### src/hw/rtl/lzeg_pkg.sv
// ---------------------------------------------------------------------------
// lzeg_pkg
// Shared types and constants of the LZ / Elias-gamma decompressor.
// ---------------------------------------------------------------------------
package lzeg_pkg;

  localparam int WIN_DEPTH = 4096;
  localparam int WIN_AW    = $clog2(WIN_DEPTH);
  localparam int CNT_W     = 17;

  localparam logic [WIN_AW-1:0] OFF_BIAS = WIN_AW'(129);

  typedef enum logic [2:0] {
    ST_BYTE     = 3'd0,
    ST_NEED     = 3'd1,
    ST_DONE     = 3'd2,
    ST_ACCEPTED = 3'd3,
    ST_REFUSED  = 3'd4,
    ST_OVERFLOW = 3'd5
  } status_t;

  typedef struct packed {
    logic       feed;
    logic       take_byte;
    logic       take_bit;
    logic       gamma_init;
    logic       gamma_shift;
    logic       copy_load;
    logic       off_byte;
    logic       off_bit;
    logic [1:0] off_sel;
    logic       rd_issue;
    logic       emit_lit;
    logic       emit_copy;
    logic       answer;
    status_t    ans_code;
  } dp_cmd_t;

  typedef struct packed {
    logic held_valid;
    logic held_msb;
    logic bit_ok;
    logic bit_val;
    logic gamma_ff;
    logic gamma_b16;
    logic copy_last;
  } dp_stat_t;

endpackage

### src/hw/rtl/lzeg_ctrl.sv
// ---------------------------------------------------------------------------
// lzeg_ctrl
// Controller: request sequencing and the stream decode phase.
// ---------------------------------------------------------------------------
module lzeg_ctrl import lzeg_pkg::*; (
  input  logic     clk,
  input  logic     rst,
  input  logic     in_accept,
  input  logic     req_type,
  input  dp_stat_t stat,
  output dp_cmd_t  cmd,
  output logic     busy
);

  typedef enum logic [1:0] {
    C_IDLE,
    C_STEP,
    C_READ
  } ctrl_state_t;

  typedef enum logic [3:0] {
    PH_FIRST,
    PH_FLAG,
    PH_LIT,
    PH_GSTOP,
    PH_GDATA,
    PH_OFFB,
    PH_OFFX0,
    PH_OFFX1,
    PH_OFFX2,
    PH_OFFX3,
    PH_COPY,
    PH_DONE,
    PH_ERR
  } phase_t;

  ctrl_state_t state, state_next;
  phase_t      phase, phase_next;

  assign busy = (state != C_IDLE);

  always_comb begin
    cmd        = '0;
    cmd.ans_code = ST_BYTE;
    state_next = state;
    phase_next = phase;
    unique case (state)
      C_IDLE: begin
        if (in_accept) begin
          if (req_type) begin
            state_next = C_STEP;
          end else begin
            cmd.answer = 1'b1;
            if (stat.held_valid) begin
              cmd.ans_code = ST_REFUSED;
            end else begin
              cmd.feed     = 1'b1;
              cmd.ans_code = ST_ACCEPTED;
            end
          end
        end
      end
      C_STEP: begin
        unique case (phase) inside
          PH_FIRST, PH_LIT: begin
            state_next = C_IDLE;
            if (!stat.held_valid) begin
              cmd.answer   = 1'b1;
              cmd.ans_code = ST_NEED;
            end else begin
              cmd.take_byte = 1'b1;
              cmd.emit_lit  = 1'b1;
              phase_next    = PH_FLAG;
            end
          end
          PH_OFFB: begin
            if (!stat.held_valid) begin
              cmd.answer   = 1'b1;
              cmd.ans_code = ST_NEED;
              state_next   = C_IDLE;
            end else begin
              cmd.take_byte = 1'b1;
              cmd.off_byte  = 1'b1;
              phase_next    = stat.held_msb ? PH_OFFX0 : PH_COPY;
            end
          end
          PH_FLAG, PH_GSTOP, PH_GDATA, PH_OFFX0, PH_OFFX1, PH_OFFX2, PH_OFFX3: begin
            if (!stat.bit_ok) begin
              cmd.answer   = 1'b1;
              cmd.ans_code = ST_NEED;
              state_next   = C_IDLE;
            end else begin
              cmd.take_bit = 1'b1;
              if (phase == PH_FLAG) begin
                if (stat.bit_val) begin
                  cmd.gamma_init = 1'b1;
                  phase_next     = PH_GSTOP;
                end else begin
                  phase_next = PH_LIT;
                end
              end else if (phase == PH_GSTOP) begin
                if (!stat.bit_val) begin
                  phase_next = PH_GDATA;
                end else if (stat.gamma_ff) begin
                  phase_next = PH_DONE;
                end else begin
                  cmd.copy_load = 1'b1;
                  phase_next    = PH_OFFB;
                end
              end else if (phase == PH_GDATA) begin
                if (stat.gamma_b16) begin
                  cmd.answer   = 1'b1;
                  cmd.ans_code = ST_OVERFLOW;
                  phase_next   = PH_ERR;
                  state_next   = C_IDLE;
                end else begin
                  cmd.gamma_shift = 1'b1;
                  phase_next      = PH_GSTOP;
                end
              end else begin
                cmd.off_bit = 1'b1;
                cmd.off_sel = 2'(phase - PH_OFFX0);
                phase_next  = (phase == PH_OFFX3) ? PH_COPY : phase_t'(phase + 4'd1);
              end
            end
          end
          PH_COPY: begin
            cmd.rd_issue = 1'b1;
            state_next   = C_READ;
          end
          PH_DONE: begin
            cmd.answer   = 1'b1;
            cmd.ans_code = ST_DONE;
            state_next   = C_IDLE;
          end
          default: begin
            cmd.answer   = 1'b1;
            cmd.ans_code = ST_OVERFLOW;
            phase_next   = PH_ERR;
            state_next   = C_IDLE;
          end
        endcase
      end
      C_READ: begin
        cmd.emit_copy = 1'b1;
        if (stat.copy_last) begin
          phase_next = PH_FLAG;
        end
        state_next = C_IDLE;
      end
      default: begin
        state_next = C_IDLE;
      end
    endcase
  end

  always_ff @(posedge clk) begin
    if (rst) begin
      state <= C_IDLE;
      phase <= PH_FIRST;
    end else begin
      state <= state_next;
      phase <= phase_next;
    end
  end

endmodule

### config.mk
export PLATFORM = sky130hd
export DESIGN_NAME = lzeg_ctrl
export DESIGN_NICKNAME = d
export VERILOG_FILES = /design/src/hw/rtl/lzeg_pkg.sv /design/src/hw/rtl/lzeg_ctrl.sv
export SDC_FILE = /design/constraint.sdc
export NUM_CORES = 1
export LEC_CHECK = 0
export BUFFER_PORTS_ARGS = -buffer_cell sky130_fd_sc_hd__buf_2
export CAP_MARGIN = 40
export CORE_MARGIN = 10
export CORE_UTILIZATION = 54
export CTS_CLUSTER_DIAMETER = 60
export DETAILED_ROUTE_END_ITERATION = 7
export GPL_ROUTABILITY_DRIVEN = 0
export PLACE_DENSITY_LB_ADDON = 0.12
export SLEW_MARGIN = 0
export SYNTH_ARGS = -nofsm -noshare
export SYNTH_HDL_FRONTEND = slang
export SYNTH_SLANG_ARGS = --single-unit
### constraint.sdc
create_clock -name clk -period 3.81 [get_ports clk]
set_clock_uncertainty 0.1 [all_clocks]
set_input_delay 0.762 -clock clk [delete_from_list [all_inputs] [get_ports clk]]
set_output_delay 0.762 -clock clk [all_outputs]
set_load 0.02 [all_outputs]
==> reports/qor.yml, run 1 <==
run_status:
  status: "finished clean"
critical_path:
  cp_cell_sequence: "inv_1 > ha_1 > mux2i_1 > nor3b_2 > nor2_1 > nand3_2 > a21oi_1 > and2_1 > buf_2"
  path_max_fanout: 14
  critPathArrivalTime_ns: 2.52
  r2r_end: "state[1]"
  cp_top_family: "simple AND/OR/NAND/NOR gates"
  rrSetupSlack_ns: 1.23
  end_kind: "primary output"
  crit_path_start_kind: "flop"
  r2r_start: "phase[0]"
  path_buf_inv: 2
  max_stage_delay_ns: 0.47
  path_class: "flop to primary output"
  r2r_cells: 10
  crit_slowest_cell: "ha_1"
  required_ns: 2.95
route:
  drcViolationCount: 0
  vias: 1027
  vias_per_cell: 6.04
  wl_per_cell_um: 15.6
  dr.pass1.iters: 5
  ant_nets: 0
  totalWireLength_um: 2660
  drtIter0Drc: 51
logic_synthesis:
  yosysUniqueCellTypes: 42
  synth_compound_area_share_pct: 33.8
  synthTopCellsByArea: "dfxtp_1 (14%), ha_1 (11%), nand2_1 (6.4%)"
  avgSynthCellArea_um2: 6.89
  yosys_warnings: 0
  ys_seq_area_share_pct: 13.6
  syn-num-nets: 147
  ys_ff_latch: 6
  synthesis.area_um2: 882
  yosys.area.top_type: "dfxtp_1"
  synthAdderAreaFrac_pct: 11.3
  synth_xor_area_share_pct: 0
  synth.area.mux_share_pct: 3.40
  yosysTopAreaCellShare_pct: 13.6
  syn_inst: 128
  synth-simple-area-share_pct: 28.9
  synth_top_family_by_area: "compound AO/OA/AOI/OAI gates"
cells_and_area:
  fin_nets: 175
  drive_above_1_share_pct: 24.7
  fillers: 156
  final-seq-area_um2: 120
  antennaDiodeCount: 0
  multiInputGateArea_um2: 683
  syn_to_final_growth_pct: 17.7
cts:
  cts_root_buf: "clkbuf_4"
  postCtsSetupRepairBufs: 0
  post_cts_resized: 0
  cts_hold_buf: 0
  numCtsBuffers: 3
  clk_pin_slew_ns: 0.04
  clock_path_buffers: 2
  cts_tree: "yes"
  htreeDepth: 1
  cts_num_sinks: 6
  clkLatencyLatePin_ns: 0.24
pwr:
  total_leakage_power_uw: 0.000517
  power_frac_seq_pct: 22.6
  p_sw_uw: 168
  p_int_uw: 196
  p_sw_share_pct: 46.3
  powerDensity_mw_per_mm2: 351
  p_total_uw: 364
  pwr-share-comb_pct: 62.3
  p_clk_share_pct: 15.1
  peakVddDrop_uv: 256
timing:
  grt_setup_unrepaired: "no"
  fin_crit_sh_pct: 88.8
  finalSetupTns_ns: 0
  worstMarginPinSlew_ns: 0.737
  slew-limit-headroom_pct: 49.6
  drv_slew: 0
  fmax_mhz: 296
  hold_violations: 0
  period_needed_ns: 3.38
  setup_viol: 0
worst_hold_path:
  hold_class: "flop to flop"
  min-delay-start: "state[1]"
  holdPathEnd: "state[1]"
  holdPathStages: 2
placement:
  dpl.hpwl_um: 2110
  io_buffers: 28
floorplanning:
  start_util_pct: 57.9
  io_pins: 29
  coreArea_mm2: 0.00152
  chipHeight_um: 60.4
  die_x_um: 60.4
  fp.dieArea_mm2: 0.00365
  rows: 14
grt:
  grt_pass1_vias: 991
  grt_antenna_before_repair: 0
  grt_first_pass_wirelength_um: 4320
  track_usage_pct: 14.4
  grt.overflow.total: 0
  grt_max_degree: 23
flow_run:
  drv_cap: 0
[sequential cells by signal (all words and copies together) (netlist names)]
name	cells
phase	4
state	2
[placed cells by master, fill, tap and decap left out, types with 2 or more instances in the layout]
cell type,count
buf_2,28
nand2_1,15
nor2_1,14
inv_1,11
o21ai_0,10
ha_1,8
nor3_1,6
a21oi_1,6
dfxtp_1,6
a21o_1,4
and2_1,3
mux2i_1,3
a2bb2oi_1,3
clkbuf_4,3
or2_2,2
o22a_1,2
nand2b_1,2
o22ai_1,2
o211ai_1,2
a211oi_1,2
[power groups by stage]
stage	Sequential (uW)	Clock [uW]	Combinational [uW]
floorplan	77.2	0	173
global placement	82.3	0	217
detailed placement	83.0	0	221
CTS	82.0	59.1	223
global route	83.9	59.8	247
finish	82.4	54.9	227
[synthesized netlist by cell type (all sizes together)]
| cell type | n |
|---|---|
| inv | 12 |
| o31a | 1 |
| a2bb2oi | 3 |
| nand4 | 1 |
| a22oi | 1 |
| o21ai | 10 |
| o21a | 1 |
| nor3 | 6 |
| nand3b | 1 |
| and3b | 1 |
| mux2i | 3 |
| nand2b | 2 |
| nand2 | 15 |
| a21o | 4 |
| a31oi | 1 |
| dfxtp | 6 |
| a221o | 1 |
| a211oi | 2 |
| nand3 | 2 |
| o22a | 2 |
| ha | 8 |
| o31ai | 1 |
| or2 | 2 |
| a21oi | 6 |
| and2 | 3 |
| a221oi | 1 |
| nor3b | 1 |
| o211ai | 2 |
| clkbuf | 4 |
| a222oi | 1 |
| a2111oi | 1 |
| buf | 2 |
| and4b | 1 |
| o2111ai | 1 |
| nor4 | 1 |
| and3 | 1 |
| o22ai | 2 |
| nor2 | 14 |
| a2111o | 1 |
[area by class of cell]
type                            count  share of cell area, %
Multi-Input combinational cell    104                   65.8
Timing Repair Buffer               29                   14.2
Sequential cell                     6                   11.6
Inverter                           12                   4.34
Clock buffer                        3                   2.17
Tap cell                           16                   1.93
[routing by layer]
metal	wire length [um]	global-route usage [%]	vias to the layer above
met3	361	3.13	4
met1	1030	17.6	454
li1	-	-	515
met5	0	0	-
met4	17	6.27	0
met2	1250	23.8	54
[kinds of logic after synthesis]
kind of cell	after synthesis
multiplexers	3
adder cells (fa/ha/maj)	8
flip-flops	6
AO/OA/AOI/OAI	42
buffers and inverters	18
AND/OR/NAND/NOR	51
[worst reg2reg max path: cells and delay by family (launching register included)]
| kind | cells | cell delay (ns) |
|---|---|---|
| buf+inv | 2 | 0.18 |
| simple gates | 4 | 0.57 |
| mux | 2 | 0.40 |
| fa+ha+maj | 1 | 0.39 |
| compound gates | 1 | 0.38 |
| flops | 1 | 0.44 |
[worst max path at each step]
stage | start | end | slack, ns | cells after the start
floorplan | phase[0] | cmd[11] | 0.98 | 7
global placement | phase[0] | cmd[7] | 0.81 | 9
detailed placement | phase[0] | cmd[7] | 0.74 | 9
CTS | phase[0] | cmd[7] | 0.47 | 9
global route | phase[0] | cmd[7] | 0.20 | 9
finish | phase[0] | cmd[7] | 0.43 | 9
[through the flow]
step                instance area [um^2]  hold slack [ns]  setup slack [ns]  util (%)  instances
finish                              1040            0.450             0.428      68.1        170
global route                        1040            0.477             0.198      68.1        170
CTS                                 1040            0.446             0.467      68.1        170
detailed placement                  1020            0.436             0.736      66.7        167
global placement                    1020            0.423             0.814      66.7        167
floorplan                            882            0.391             0.985         -        128
No activity file was read; power rests on OpenSTA's default activity.
==> run 2: changes to the inputs <==
MAX_ROUTING_LAYER = met4   (was unset)
TNS_END_PERCENT = 20   (was unset)
==> run 2 against run 1 <==
Sequential power about the same. Highest routed layer unchanged. Routed wire length unchanged. Sequential cell count unchanged. Critical path depth unchanged.
==> reports/qor.yml, run 2 (synthesized netlist as in run 1, its figures left out) <==
cts:
  clock_path_buffers: 2
  clkLatencyLatePin_ns: 0.24
  numCtsBuffers: 3
  cts_num_sinks: 6
  cts_hold_buf: 0
  clk_pin_slew_ns: 0.04
  postCtsSetupRepairBufs: 0
  post_cts_resized: 0
  htreeDepth: 1
  cts_tree: "yes"
  cts_root_buf: "clkbuf_4"
pwr:
  powerDensity_mw_per_mm2: 351
  peakVddDrop_uv: 256
  total_leakage_power_uw: 0.000517
critical_path:
  crit_path_start_kind: "flop"
  max_stage_delay_ns: 0.47
  cp_cell_sequence: "inv_1 > ha_1 > mux2i_1 > nor3b_2 > nor2_1 > nand3_2 > a21oi_1 > and2_1 > buf_2"
  end_kind: "primary output"
  path_class: "flop to primary output"
  r2r_end: "state[1]"
  cp_top_family: "simple AND/OR/NAND/NOR gates"
  critPathArrivalTime_ns: 2.52
  crit_slowest_cell: "ha_1"
  r2r_start: "phase[0]"
  path_max_fanout: 14
  path_buf_inv: 2
  rrSetupSlack_ns: 1.23
  r2r_cells: 10
  required_ns: 2.95
  critical_path_cell_count: 9
timing:
  drv_slew: 0
  grt_setup_unrepaired: "no"
  setup_viol: 0
  worstMarginPinSlew_ns: 0.737
  period_needed_ns: 3.38
  finalSetupTns_ns: 0
  hold_violations: 0
  fin_crit_sh_pct: 88.8
  fmax_mhz: 296
  slew-limit-headroom_pct: 49.6
grt:
  grt_max_degree: 23
  use_met1_pct: 17.7
  gr-usage-met3_pct: 2.92
  grt_antenna_before_repair: 0
  grt-busiest-layer: "met2"
  grt_first_pass_wirelength_um: 4320
  grt_pass1_vias: 990
  track_usage_pct: 14.9
  use_met2_pct: 23.8
  grt.overflow.total: 0
cells_and_area:
  fillers: 156
  layout_commonest_cell: "buf_2"
  antennaDiodeCount: 0
  drive_above_1_share_pct: 24.7
  final_core_util_pct: 68.1
  top_regs: "phase (4), state (2)"
  layout_common_cells: "buf_2 (28), nand2_1 (15), nor2_1 (14)"
  fin_nets: 175
  syn_to_final_growth_pct: 17.7
  regMostFlops: "phase"
  largest_reg_flops: 4
route:
  ant_nets: 0
  dr.pass1.iters: 5
  drtIter0Drc: 51
  vias_per_cell: 6.04
  wl_per_cell_um: 15.6
  totalWireLength_um: 2660
  drcViolationCount: 0
  vias: 1027
floorplanning:
  start_util_pct: 57.9
  io_pins: 29
  coreArea_mm2: 0.00152
  rows: 14
  die_x_um: 60.4
  fp.dieArea_mm2: 0.00365
  chipHeight_um: 60.4
worst_hold_path:
  holdPathEnd: "state[1]"
  hold_class: "flop to flop"
  holdPathStages: 2
  min-delay-start: "state[1]"
placement:
  io_buffers: 28
  dpl.hpwl_um: 2110
run_status:
  status: "finished clean"
flow_run:
  drv_cap: 0
-- run 2: worst reg2reg max path, stage by stage, from the launching register on --
cell and delay, ns:
dfxtp_1 0.44, inv_1 0.13, ha_1 0.39, mux2i_1 0.23, nor3b_2 0.25, nor2_1 0.11
nand3_2 0.16, inv_2 0.05, a221o_1 0.38, mux2i_1 0.17, nor2_1 0.05
-- run 2: power breakdown --
| part | switching (uW) | internal (uW) | total (uW) | leakage (uW) |
|---|---|---|---|---|
| logic | 136 | 90.4 | 227 | 0.000454 |
| clock network | 19.5 | 35.4 | 54.9 | 0.0000138 |
| registers | 12.6 | 69.8 | 82.4 | 0.0000489 |
-- run 2: stage by stage --
stage,setup WS (ns),hold slack [ns],area (um^2),total power (uW),instances
finish,0.429,0.450,1040,364,170
global route,0.198,0.477,1040,391,170
CTS,0.467,0.446,1040,364,170
detailed placement,0.736,0.436,1020,304,167
global placement,0.814,0.423,1020,300,167
floorplan,0.985,0.391,882,251,128
-- run 2: routing by layer --
| metal | vias up | part of all wire [%] |
|---|---|---|
| li1 | 515 | - |
| met1 | 454 | 39 |
| met2 | 54 | 47 |
| met3 | 4 | 13 |
| met4 | 0 | 0.64 |
| met5 | - | 0 |
-- run 2: worst max path at each step --
stage	start	end	slack, ns
2_1_floorplan	phase[0]	cmd[11]	0.98
6_report	phase[0]	cmd[7]	0.43
3_3_place_gp	phase[0]	cmd[7]	0.81
4_1_cts	phase[0]	cmd[7]	0.47
3_5_place_dp	phase[0]	cmd[7]	0.74
5_1_grt	phase[0]	cmd[7]	0.20
-- run 2: area by class of cell --
class	count	area (um^2)	share of cell area [%]
flip-flops and latches	6	120	11.6
multi-input cells	104	683	65.8
clock buffers	3	22.5	2.17
inverters	12	45.0	4.34
repair buffers	29	148	14.2
well taps	16	20.0	1.93
